<file path="src/rtl/core/cppid_pkg.sv">
// ----------------------------------------------------------------------------
// cppid_pkg
// Shared types and constants for the cascaded position/current PID core.
// ----------------------------------------------------------------------------
package cppid_pkg;

    localparam int unsigned PWM_TOP     = 4095;
    localparam bit          DIR_REVERSE = 1'b0;
    localparam int unsigned PI_Q16      = 205887;

    localparam int MUL_W  = 33;
    localparam int PROD_W = 64;
    localparam int ACC_W  = 50;
    localparam int SUM_W  = 56;
    localparam int U_W    = 31;

    typedef struct packed {
        logic        [13:0] angle_raw;
        logic signed [15:0] current_meas;
    } in_t;

    typedef struct packed {
        logic        [11:0] duty_forward;
        logic        [11:0] duty_reverse;
        logic signed [15:0] position;
        logic signed [15:0] current_ref;
    } out_t;

    typedef enum logic [2:0] {
        CFG_REF_POSITION,
        CFG_POS_KP,
        CFG_POS_KI,
        CFG_POS_KD,
        CFG_CUR_KP,
        CFG_CUR_KI,
        CFG_CURRENT_LIMIT,
        CFG_STEP_TIME
    } cfg_reg_t;

    typedef enum logic [3:0] {
        MUL_ANGLE,
        MUL_ERR_STEP,
        MUL_ERR_KP,
        MUL_DER_KD,
        MUL_PINT_KI,
        MUL_U_LIM,
        MUL_ERRI_STEP,
        MUL_ERRI_KP,
        MUL_CINT_KI,
        MUL_DUTY
    } mul_sel_t;

    typedef enum logic [3:0] {
        UPD_NONE,
        UPD_CAPTURE,
        UPD_ERR,
        UPD_PINT,
        UPD_ACC_LOAD,
        UPD_ACC_ADD,
        UPD_U_POS,
        UPD_IREF,
        UPD_CINT,
        UPD_U_CUR,
        UPD_DUTY
    } upd_t;

    typedef struct packed {
        upd_t     upd;
        mul_sel_t mul_sel;
    } cmd_t;

    typedef enum logic [3:0] {
        ST_IDLE,
        ST_ANG,
        ST_ERR,
        ST_PI_MUL,
        ST_PINT,
        ST_KP,
        ST_KD,
        ST_KI,
        ST_ULIM,
        ST_IREF,
        ST_CI_MUL,
        ST_CINT,
        ST_CKP,
        ST_CKI,
        ST_DUTY_MUL,
        ST_OUT
    } state_t;

endpackage

</file>
<file path="src/rtl/core/cascaded_position_current_pid_core.sv">
// ----------------------------------------------------------------------------
// cascaded_position_current_pid_core
// Cascaded position PID / current PI controller, one control tick per item.
// ----------------------------------------------------------------------------
// Each input transfer carries one encoder angle and one current sample; each
// produces exactly one result transfer with the PWM compare values, the
// corrected position and the current reference. The whole tick runs through
// one shared 33x33 multiplier, one product per cycle, along a chain of ten
// dependent multiplies with their update steps; a new item is taken only once
// the previous tick has finished. The result sits in an output register, so
// the next item is accepted while a result still waits; that item then holds
// its finished result until the output register is free. Configuration
// writes are registered and are meant to be issued only while the core is
// idle.
module cascaded_position_current_pid_core
    import cppid_pkg::*;
(
    input  logic        clk,
    input  logic        rst_n,
    input  logic        in_valid,
    output logic        in_stall,
    input  in_t         in_data,
    output logic        out_valid,
    input  logic        out_stall,
    output out_t        out_data,
    input  logic        cfg_valid,
    output logic        cfg_ready,
    input  logic [2:0]  cfg_index,
    input  logic [31:0] cfg_data
);

    cmd_t cmd;

    assign cfg_ready = 1'b1;

    cppid_ctrl u_ctrl (
        .clk       (clk),
        .rst_n     (rst_n),
        .in_valid  (in_valid),
        .in_stall  (in_stall),
        .out_valid (out_valid),
        .out_stall (out_stall),
        .cmd       (cmd)
    );

    cppid_dp u_dp (
        .clk       (clk),
        .rst_n     (rst_n),
        .cmd       (cmd),
        .in_data   (in_data),
        .out_data  (out_data),
        .cfg_write (cfg_valid && cfg_ready),
        .cfg_index (cfg_index),
        .cfg_data  (cfg_data)
    );

endmodule

</file>
<file path="src/rtl/core/cppid_ctrl.sv">
// ----------------------------------------------------------------------------
// cppid_ctrl
// Sequencer for one control tick; owns the input and output handshakes.
// ----------------------------------------------------------------------------
module cppid_ctrl
    import cppid_pkg::*;
(
    input  logic clk,
    input  logic rst_n,
    input  logic in_valid,
    output logic in_stall,
    output logic out_valid,
    input  logic out_stall,
    output cmd_t cmd
);

    state_t state_reg;
    state_t state_next;
    logic   out_valid_reg;
    logic   out_valid_next;

    always_ff @(posedge clk or negedge rst_n)
    begin
        if (!rst_n)
        begin
            state_reg     <= ST_IDLE;
            out_valid_reg <= 1'b0;
        end
        else
        begin
            state_reg     <= state_next;
            out_valid_reg <= out_valid_next;
        end
    end

    always_comb
    begin
        state_next     = state_reg;
        out_valid_next = out_valid_reg && out_stall;
        cmd.upd        = UPD_NONE;
        cmd.mul_sel    = MUL_DUTY;
        unique case (state_reg)
            ST_IDLE:
            begin
                if (in_valid)
                begin
                    cmd.upd    = UPD_CAPTURE;
                    state_next = ST_ANG;
                end
            end
            ST_ANG:
            begin
                cmd.mul_sel = MUL_ANGLE;
                state_next  = ST_ERR;
            end
            ST_ERR:
            begin
                cmd.upd    = UPD_ERR;
                state_next = ST_PI_MUL;
            end
            ST_PI_MUL:
            begin
                cmd.mul_sel = MUL_ERR_STEP;
                state_next  = ST_PINT;
            end
            ST_PINT:
            begin
                cmd.upd     = UPD_PINT;
                cmd.mul_sel = MUL_ERR_KP;
                state_next  = ST_KP;
            end
            ST_KP:
            begin
                cmd.upd     = UPD_ACC_LOAD;
                cmd.mul_sel = MUL_DER_KD;
                state_next  = ST_KD;
            end
            ST_KD:
            begin
                cmd.upd     = UPD_ACC_ADD;
                cmd.mul_sel = MUL_PINT_KI;
                state_next  = ST_KI;
            end
            ST_KI:
            begin
                cmd.upd    = UPD_U_POS;
                state_next = ST_ULIM;
            end
            ST_ULIM:
            begin
                cmd.mul_sel = MUL_U_LIM;
                state_next  = ST_IREF;
            end
            ST_IREF:
            begin
                cmd.upd    = UPD_IREF;
                state_next = ST_CI_MUL;
            end
            ST_CI_MUL:
            begin
                cmd.mul_sel = MUL_ERRI_STEP;
                state_next  = ST_CINT;
            end
            ST_CINT:
            begin
                cmd.upd     = UPD_CINT;
                cmd.mul_sel = MUL_ERRI_KP;
                state_next  = ST_CKP;
            end
            ST_CKP:
            begin
                cmd.upd     = UPD_ACC_LOAD;
                cmd.mul_sel = MUL_CINT_KI;
                state_next  = ST_CKI;
            end
            ST_CKI:
            begin
                cmd.upd    = UPD_U_CUR;
                state_next = ST_DUTY_MUL;
            end
            ST_DUTY_MUL:
            begin
                state_next = ST_OUT;
            end
            ST_OUT:
            begin
                // hold here until the output register is free
                if (!out_valid_reg || !out_stall)
                begin
                    cmd.upd        = UPD_DUTY;
                    out_valid_next = 1'b1;
                    state_next     = ST_IDLE;
                end
            end
            default:
            begin
                state_next = ST_IDLE;
            end
        endcase
    end

    assign in_stall  = (state_reg != ST_IDLE);
    assign out_valid = out_valid_reg;

endmodule

</file>
<file path="src/rtl/core/cppid_dp.sv">
// ----------------------------------------------------------------------------
// cppid_dp
// Datapath: configuration registers, loop state, shared multiplier, result.
// ----------------------------------------------------------------------------
module cppid_dp
    import cppid_pkg::*;
(
    input  logic        clk,
    input  logic        rst_n,
    input  cmd_t        cmd,
    input  in_t         in_data,
    output out_t        out_data,
    input  logic        cfg_write,
    input  logic [2:0]  cfg_index,
    input  logic [31:0] cfg_data
);

    // configuration
    logic signed [15:0] ref_position_reg;
    logic signed [31:0] pos_kp_reg;
    logic signed [31:0] pos_ki_reg;
    logic signed [31:0] pos_kd_reg;
    logic signed [31:0] cur_kp_reg;
    logic signed [31:0] cur_ki_reg;
    logic        [14:0] current_limit_reg;
    logic        [15:0] step_time_reg;

    // loop state
    logic signed [31:0] pint_reg, pint_next;
    logic signed [15:0] prev_reg, prev_next;
    logic signed [31:0] cint_reg, cint_next;

    // working registers
    logic        [13:0]       raw_reg, raw_next;
    logic signed [15:0]       imeas_reg, imeas_next;
    logic signed [15:0]       pos_reg, pos_next;
    logic signed [15:0]       err_reg, err_next;
    logic signed [16:0]       deriv_reg, deriv_next;
    logic signed [ACC_W-1:0]  acc_reg, acc_next;
    logic signed [U_W-1:0]    u_reg, u_next;
    logic signed [15:0]       iref_reg, iref_next;
    logic signed [16:0]       erri_reg, erri_next;
    logic signed [PROD_W-1:0] prod_reg, prod_next;
    out_t                     res_reg, res_next;

    // multiplier
    logic signed [MUL_W-1:0]   mul_a;
    logic signed [MUL_W-1:0]   mul_b;
    logic signed [2*MUL_W-1:0] mul_full;

    logic               ang_wrap;
    logic        [14:0] ang_mag;
    logic        [31:0] ang_rnd;
    logic        [15:0] mag16;
    logic signed [15:0] pos_c;
    logic signed [16:0] diff17;
    logic signed [PROD_W-1:0] pinc;
    logic signed [33:0] psum;
    logic signed [SUM_W-1:0]  usum;
    logic signed [46:0] iref_t;
    logic signed [33:0] csum;
    logic signed [U_W-1:0]    u_abs;
    logic        [11:0] duty;

    always_ff @(posedge clk or negedge rst_n)
    begin
        if (!rst_n)
        begin
            ref_position_reg  <= '0;
            pos_kp_reg        <= '0;
            pos_ki_reg        <= '0;
            pos_kd_reg        <= '0;
            cur_kp_reg        <= '0;
            cur_ki_reg        <= '0;
            current_limit_reg <= '0;
            step_time_reg     <= '0;
        end
        else if (cfg_write)
        begin
            unique case (cfg_reg_t'(cfg_index))
                CFG_REF_POSITION:  ref_position_reg  <= cfg_data[15:0];
                CFG_POS_KP:        pos_kp_reg        <= cfg_data;
                CFG_POS_KI:        pos_ki_reg        <= cfg_data;
                CFG_POS_KD:        pos_kd_reg        <= cfg_data;
                CFG_CUR_KP:        cur_kp_reg        <= cfg_data;
                CFG_CUR_KI:        cur_ki_reg        <= cfg_data;
                CFG_CURRENT_LIMIT: current_limit_reg <= cfg_data[14:0];
                CFG_STEP_TIME:     step_time_reg     <= cfg_data[15:0];
                default:           ;
            endcase
        end
    end

    always_ff @(posedge clk or negedge rst_n)
    begin
        if (!rst_n)
        begin
            pint_reg <= '0;
            prev_reg <= '0;
            cint_reg <= '0;
        end
        else
        begin
            pint_reg <= pint_next;
            prev_reg <= prev_next;
            cint_reg <= cint_next;
        end
    end

    always_ff @(posedge clk)
    begin
        raw_reg   <= raw_next;
        imeas_reg <= imeas_next;
        pos_reg   <= pos_next;
        err_reg   <= err_next;
        deriv_reg <= deriv_next;
        acc_reg   <= acc_next;
        u_reg     <= u_next;
        iref_reg  <= iref_next;
        erri_reg  <= erri_next;
        prod_reg  <= prod_next;
        res_reg   <= res_next;
    end

    // operand selection
    assign ang_wrap = (raw_reg > 14'd8192);
    assign ang_mag  = ang_wrap ? (15'd16384 - {1'b0, raw_reg}) : {1'b0, raw_reg};
    assign u_abs    = u_reg[U_W-1] ? -u_reg : u_reg;

    always_comb
    begin
        mul_a = '0;
        mul_b = '0;
        unique case (cmd.mul_sel)
            MUL_ANGLE:
            begin
                mul_a = MUL_W'(ang_mag);
                mul_b = MUL_W'(PI_Q16);
            end
            MUL_ERR_STEP:
            begin
                mul_a = MUL_W'(err_reg);
                mul_b = MUL_W'(step_time_reg);
            end
            MUL_ERR_KP:
            begin
                mul_a = MUL_W'(err_reg);
                mul_b = MUL_W'(pos_kp_reg);
            end
            MUL_DER_KD:
            begin
                mul_a = MUL_W'(deriv_reg);
                mul_b = MUL_W'(pos_kd_reg);
            end
            MUL_PINT_KI:
            begin
                mul_a = MUL_W'(pint_reg);
                mul_b = MUL_W'(pos_ki_reg);
            end
            MUL_U_LIM:
            begin
                mul_a = MUL_W'(u_reg);
                mul_b = MUL_W'(current_limit_reg);
            end
            MUL_ERRI_STEP:
            begin
                mul_a = MUL_W'(erri_reg);
                mul_b = MUL_W'(step_time_reg);
            end
            MUL_ERRI_KP:
            begin
                mul_a = MUL_W'(erri_reg);
                mul_b = MUL_W'(cur_kp_reg);
            end
            MUL_CINT_KI:
            begin
                mul_a = MUL_W'(cint_reg);
                mul_b = MUL_W'(cur_ki_reg);
            end
            MUL_DUTY:
            begin
                mul_a = MUL_W'(u_abs);
                mul_b = MUL_W'(PWM_TOP);
            end
            default:
            begin
                mul_a = '0;
                mul_b = '0;
            end
        endcase
    end

    assign mul_full  = mul_a * mul_b;
    assign prod_next = mul_full[PROD_W-1:0];

    // angle rounding and position error
    assign ang_rnd = prod_reg[31:0] + 32'd32768;
    assign mag16   = ang_rnd[31:16];
    assign pos_c   = (ang_wrap ^ DIR_REVERSE) ? -$signed(mag16) : $signed(mag16);
    assign diff17  = 17'(ref_position_reg) - 17'(pos_c);

    // position integrator, Q8.24
    assign pinc = (prod_reg + 64'sd16) >>> 5;
    assign psum = 34'(pint_reg) + 34'(pinc);

    // loop output sums
    assign usum = (cmd.upd == UPD_U_POS) ? (SUM_W'(acc_reg) + SUM_W'(prod_reg >>> 11))
                                         : (SUM_W'(acc_reg) + SUM_W'(prod_reg >>> 16));

    assign iref_t = 47'(prod_reg) + 47'sd268435456;
    assign csum   = 34'(cint_reg) + 34'($signed(prod_reg[32:0]));
    assign duty   = prod_reg[39:28];

    always_comb
    begin
        raw_next   = raw_reg;
        imeas_next = imeas_reg;
        pos_next   = pos_reg;
        err_next   = err_reg;
        deriv_next = deriv_reg;
        acc_next   = acc_reg;
        u_next     = u_reg;
        iref_next  = iref_reg;
        erri_next  = erri_reg;
        res_next   = res_reg;
        pint_next  = pint_reg;
        prev_next  = prev_reg;
        cint_next  = cint_reg;
        unique case (cmd.upd)
            UPD_NONE:
            begin
            end
            UPD_CAPTURE:
            begin
                raw_next   = in_data.angle_raw;
                imeas_next = in_data.current_meas;
            end
            UPD_ERR:
            begin
                pos_next = pos_c;
                priority if (diff17 > 17'sd32767)
                    err_next = 16'sh7FFF;
                else if (diff17 < -17'sd32768)
                    err_next = 16'sh8000;
                else
                    err_next = diff17[15:0];
            end
            UPD_PINT:
            begin
                priority if (psum > 34'sd2147483647)
                    pint_next = 32'sh7FFF_FFFF;
                else if (psum < -34'sd2147483648)
                    pint_next = 32'sh8000_0000;
                else
                    pint_next = psum[31:0];
                deriv_next = 17'(err_reg) - 17'(prev_reg);
                prev_next  = err_reg;
            end
            UPD_ACC_LOAD:
            begin
                acc_next = ACC_W'(prod_reg);
            end
            UPD_ACC_ADD:
            begin
                acc_next = acc_reg + ACC_W'(prod_reg);
            end
            UPD_U_POS:
            begin
                priority if (usum > 56'sd536870912)
                    u_next = 31'sd536870912;
                else if (usum < -56'sd536870912)
                    u_next = -31'sd536870912;
                else
                    u_next = usum[U_W-1:0];
            end
            UPD_IREF:
            begin
                iref_next = iref_t[44:29];
                erri_next = 17'($signed(iref_t[44:29])) - 17'(imeas_reg);
            end
            UPD_CINT:
            begin
                priority if (csum > 34'sd1342177280)
                    cint_next = 32'sd1342177280;
                else if (csum < -34'sd1342177280)
                    cint_next = -32'sd1342177280;
                else
                    cint_next = csum[31:0];
            end
            UPD_U_CUR:
            begin
                priority if (usum > 56'sd268435456)
                    u_next = 31'sd268435456;
                else if (usum < -56'sd268435456)
                    u_next = -31'sd268435456;
                else
                    u_next = usum[U_W-1:0];
            end
            UPD_DUTY:
            begin
                res_next.duty_forward = (u_reg > 31'sd0) ? duty : 12'd0;
                res_next.duty_reverse = (u_reg < 31'sd0) ? duty : 12'd0;
                res_next.position     = pos_reg;
                res_next.current_ref  = iref_reg;
            end
            default:
            begin
            end
        endcase
    end

    assign out_data = res_reg;

endmodule

</file>
<file path="config.mk">
export PLATFORM = sky130hd
export DESIGN_NAME = cascaded_position_current_pid_core
export DESIGN_NICKNAME = d
export VERILOG_FILES = /design/src/rtl/core/cppid_pkg.sv /design/src/rtl/core/cascaded_position_current_pid_core.sv /design/src/rtl/core/cppid_ctrl.sv /design/src/rtl/core/cppid_dp.sv
export SDC_FILE = /design/constraint.sdc
export NUM_CORES = 2
export LEC_CHECK = 0
export BUFFER_PORTS_ARGS = -buffer_cell sky130_fd_sc_hd__buf_2
export CAP_MARGIN = 10
export CORE_MARGIN = 5
export CORE_UTILIZATION = 65
export CTS_CLUSTER_DIAMETER = 50
export CTS_CLUSTER_SIZE = 20
export DETAILED_ROUTE_END_ITERATION = 6
export PLACE_DENSITY = 0.9
export SLEW_MARGIN = 20
export SYNTH_ARGS = -nofsm -noshare
export SYNTH_HDL_FRONTEND = slang
export SYNTH_SLANG_ARGS = --single-unit
</file>
<file path="constraint.sdc">
create_clock -name clk -period 15.7 [get_ports clk]
set_input_delay 0.785 -clock clk [delete_from_list [all_inputs] [get_ports clk]]
set_output_delay 0.785 -clock clk [all_outputs]
set_load 0.02 [all_outputs]
</file>
==> results.md <==
* Clock Sinks at between 600 and 700
* Post-synth ARST share at 0.483
* Status: complete, but fails checks
* Worst Hold Class: input pin to asynchronous set/reset pin
* Root Driver: clkbuf_16
* Reg-to-reg endpoint: u_dp.prod_reg[63]$_DFF_P_
* Hold Vio Cnt, Final at 0
* Die area at 127000 um2
* Gr usage total at 0.414
* Leading register cell type out of synthesis: dfrtp_1
* Warnings from Yosys at 0
* Hold buffer count at cts at 0
* Cells after Synth at 8663
* Synth Cell Area at between 70000 and 80000 um2
* Top cells by count, synth: 1449 x inv_1, 1113 x fa_1, 1071 x nand2_1
* Vias in the first global route at between 70000 and 80000
* Chip Height at around 360 um
* CTS H-tree depth at 3
* Core Area at between 100000 and 150000 um2
* Die Wd at ~360 um
* Post-route clock period utilization at 0.810
* Post-CTS Setup Inserts at 0
* Final slew viol count at 0
* TNS Setup at 0 ns
* Share of layout cells above drive strength 1 at 0.0870
* Number of synthesized register bits at ~600
* TritonCTS buffer count at 73
* CP max stage delay at about 1.1 ns
* Final nets at between 10000 and 15000
* Global route overflow at 0
* FF-to-FF Start: u_dp.u_reg[7]$_DFFE_PP_
* Largest net degree at the start of global routing at 175
* DRC viols at 39
* Number of flops mapped to enable cells by yosys at 249
* Gr busiest metal: met2
* # setup viols final at 0
* Synth top area share at 0.286
* Clock slew at reported path FFs at about 0.09 ns
* R2R depth at 36
* Count of cell types in the netlist at between 90 and 100
* Routability congestion estimate at 1.00
* Global-route wire length before repair at 404 mm
* Avg WL per Cell at around 25 um
* Net count after synthesis at between 10000 and 15000
* CP Capture Type: flip-flop
* Fin Clk Skew at about 0.095 ns
* Register area share after synthesis at 0.206
* Routed WL at between 200 and 300 mm
* DRT antenna net count at 0
* GRT met1 Usage at 0.501
* Syn avg cell area at 9.00 um2
* Design area at approximately 83000 um2
* Grt met3 use at 0.125
* CTS tree: yes
* Number of max-cap violations at 0
* Largest fanout on the critical path at 21
* Synth area leaders: fa_1 29%, edfxtp_1 9.6%, dfrtp_1 9.4%
* Port Buf Inserts at roughly 130
* Crit path DAT at about 13 ns
* Area grow syn2layout at 6.92%
* Initial antenna violation count at 15
* Slew @ Worst Pin at about 1.2 ns
* Maximum clock rate at a little under 80 MHz
* Worst slew margin at 0.202
* Util after Layout at 0.697
* I/O pin count at roughly 130
* Failing checks: design-rule violations
* Leading cell type by number of instances after synthesis: inv_1
* PostCTS Resize Cnt at 0
* Synth area leader: fa_1
* Critical Path Start Type: flip-flop
* Skew-Pair Late Insertion Delay at 0.69 ns
* CP Class: flip-flop to flip-flop
* Max reg flops at 64
* Avg Vias per Cell at 6.53
* Initial DRC Count at just under 9000
* CTS max path bufs at 3
* Data required, critical path at 16.23 ns
* Initial core utilization at 0.652
* RSZ-0062 raised after global routing: no
* DR vias at ~67000
* R2R setup slack at approximately 3 ns
* Drt pass-1 iters at 7
* Post-DP HPWL at slightly below 200 mm
* Row count at approximately 130
* Post-layout minimum cycle time at 12.71 ns
* Critical Path Most Common Cell: fa_1
* Slowest CP cell: fa_1
* Placement Cell Area at roughly 81000 um2
* GR Layer Usage met2 at 0.643
[stage by stage]
step	setup WS, ns	instances	hold WS, ns
after floorplan	4.49	8663	0.400
after global placement	3.67	10151	0.403
after detailed placement	3.32	10151	0.405
after CTS	3.20	10287	0.244
after global routing	2.47	10290	0.262
final	2.99	10300	0.133
[how the worst max path moves through the flow]
stage                     depth (start not counted)  slack, ns                   endpoint                     from
after floorplan                                  39       4.49  u_dp.prod_reg[63]$_DFF_P_  u_dp.u_reg[7]$_DFFE_PP_
after global placement                           38       3.67  u_dp.prod_reg[63]$_DFF_P_  u_dp.u_reg[7]$_DFFE_PP_
after detailed placement                         35       3.32  u_dp.prod_reg[63]$_DFF_P_  u_dp.u_reg[7]$_DFFE_PP_
after CTS                                        35       3.20  u_dp.prod_reg[63]$_DFF_P_  u_dp.u_reg[7]$_DFFE_PP_
after global routing                             36       2.47  u_dp.prod_reg[63]$_DFF_P_  u_dp.u_reg[7]$_DFFE_PP_
final                                            36       2.99  u_dp.prod_reg[63]$_DFF_P_  u_dp.u_reg[7]$_DFFE_PP_
[cell type report]
class / count / area [um2]
tap: 1612 / 2020
timing repair buffer: 286 / 1870
antenna: 12 / 30.0
inverter: 1450 / 5440
sequential: 605 / 16100
fill: 8470 / 36200
clock buffer: 80 / 1920
multi-input combinational: 6199 / 55300
clock inverter: 56 / 736
[metal layers]
metal | part of all wire | vias to the layer above | routed length, um
met5 | 0.00024 | - | 63
met4 | 0.089 | 8 | 23200
met3 | 0.13 | 1532 | 35000
met2 | 0.44 | 5016 | 116000
met1 | 0.33 | 32625 | 87500
li1 | - | 28083 | -
[kinds of logic after synthesis]
logic type / share of synthesized area
adder cells (fa/ha/maj): 0.363
buffers and inverters: 0.0899
AO/OA/AOI/OAI: 0.120
flip-flops: 0.206
AND/OR/NAND/NOR: 0.146
other: 0.0000481
XOR/XNOR: 0.0403
multiplexers: 0.0338
[cell usage in the layout (no fill, tap or decap), types with 209 or more instances in the layout]
cell type	instances
o21ai_0	275
inv_1	1448
ha_1	483
fa_1	1113
dfrtp_1	292
a21oi_1	359
mux2_2	209
nand2_1	1071
xnor2_1	216
nor2_1	839
edfxtp_1	249
[critical path, delay by kind of cell (launching register included)]
| kind | cells | cell delay [ns] |
|---|---|---|
| adder cells (fa/ha/maj) | 9 | 5.42 |
| AO/OA/AOI/OAI | 11 | 2.30 |
| buffers and inverters | 6 | 1.18 |
| AND/OR/NAND/NOR | 9 | 3.10 |
| flip-flops | 1 | 0.46 |
| XOR/XNOR | 1 | 0.08 |
Power is left out: the tool's default activity adds up to more than one toggle a clock period on the data nets, which glitch-free logic cannot reach.
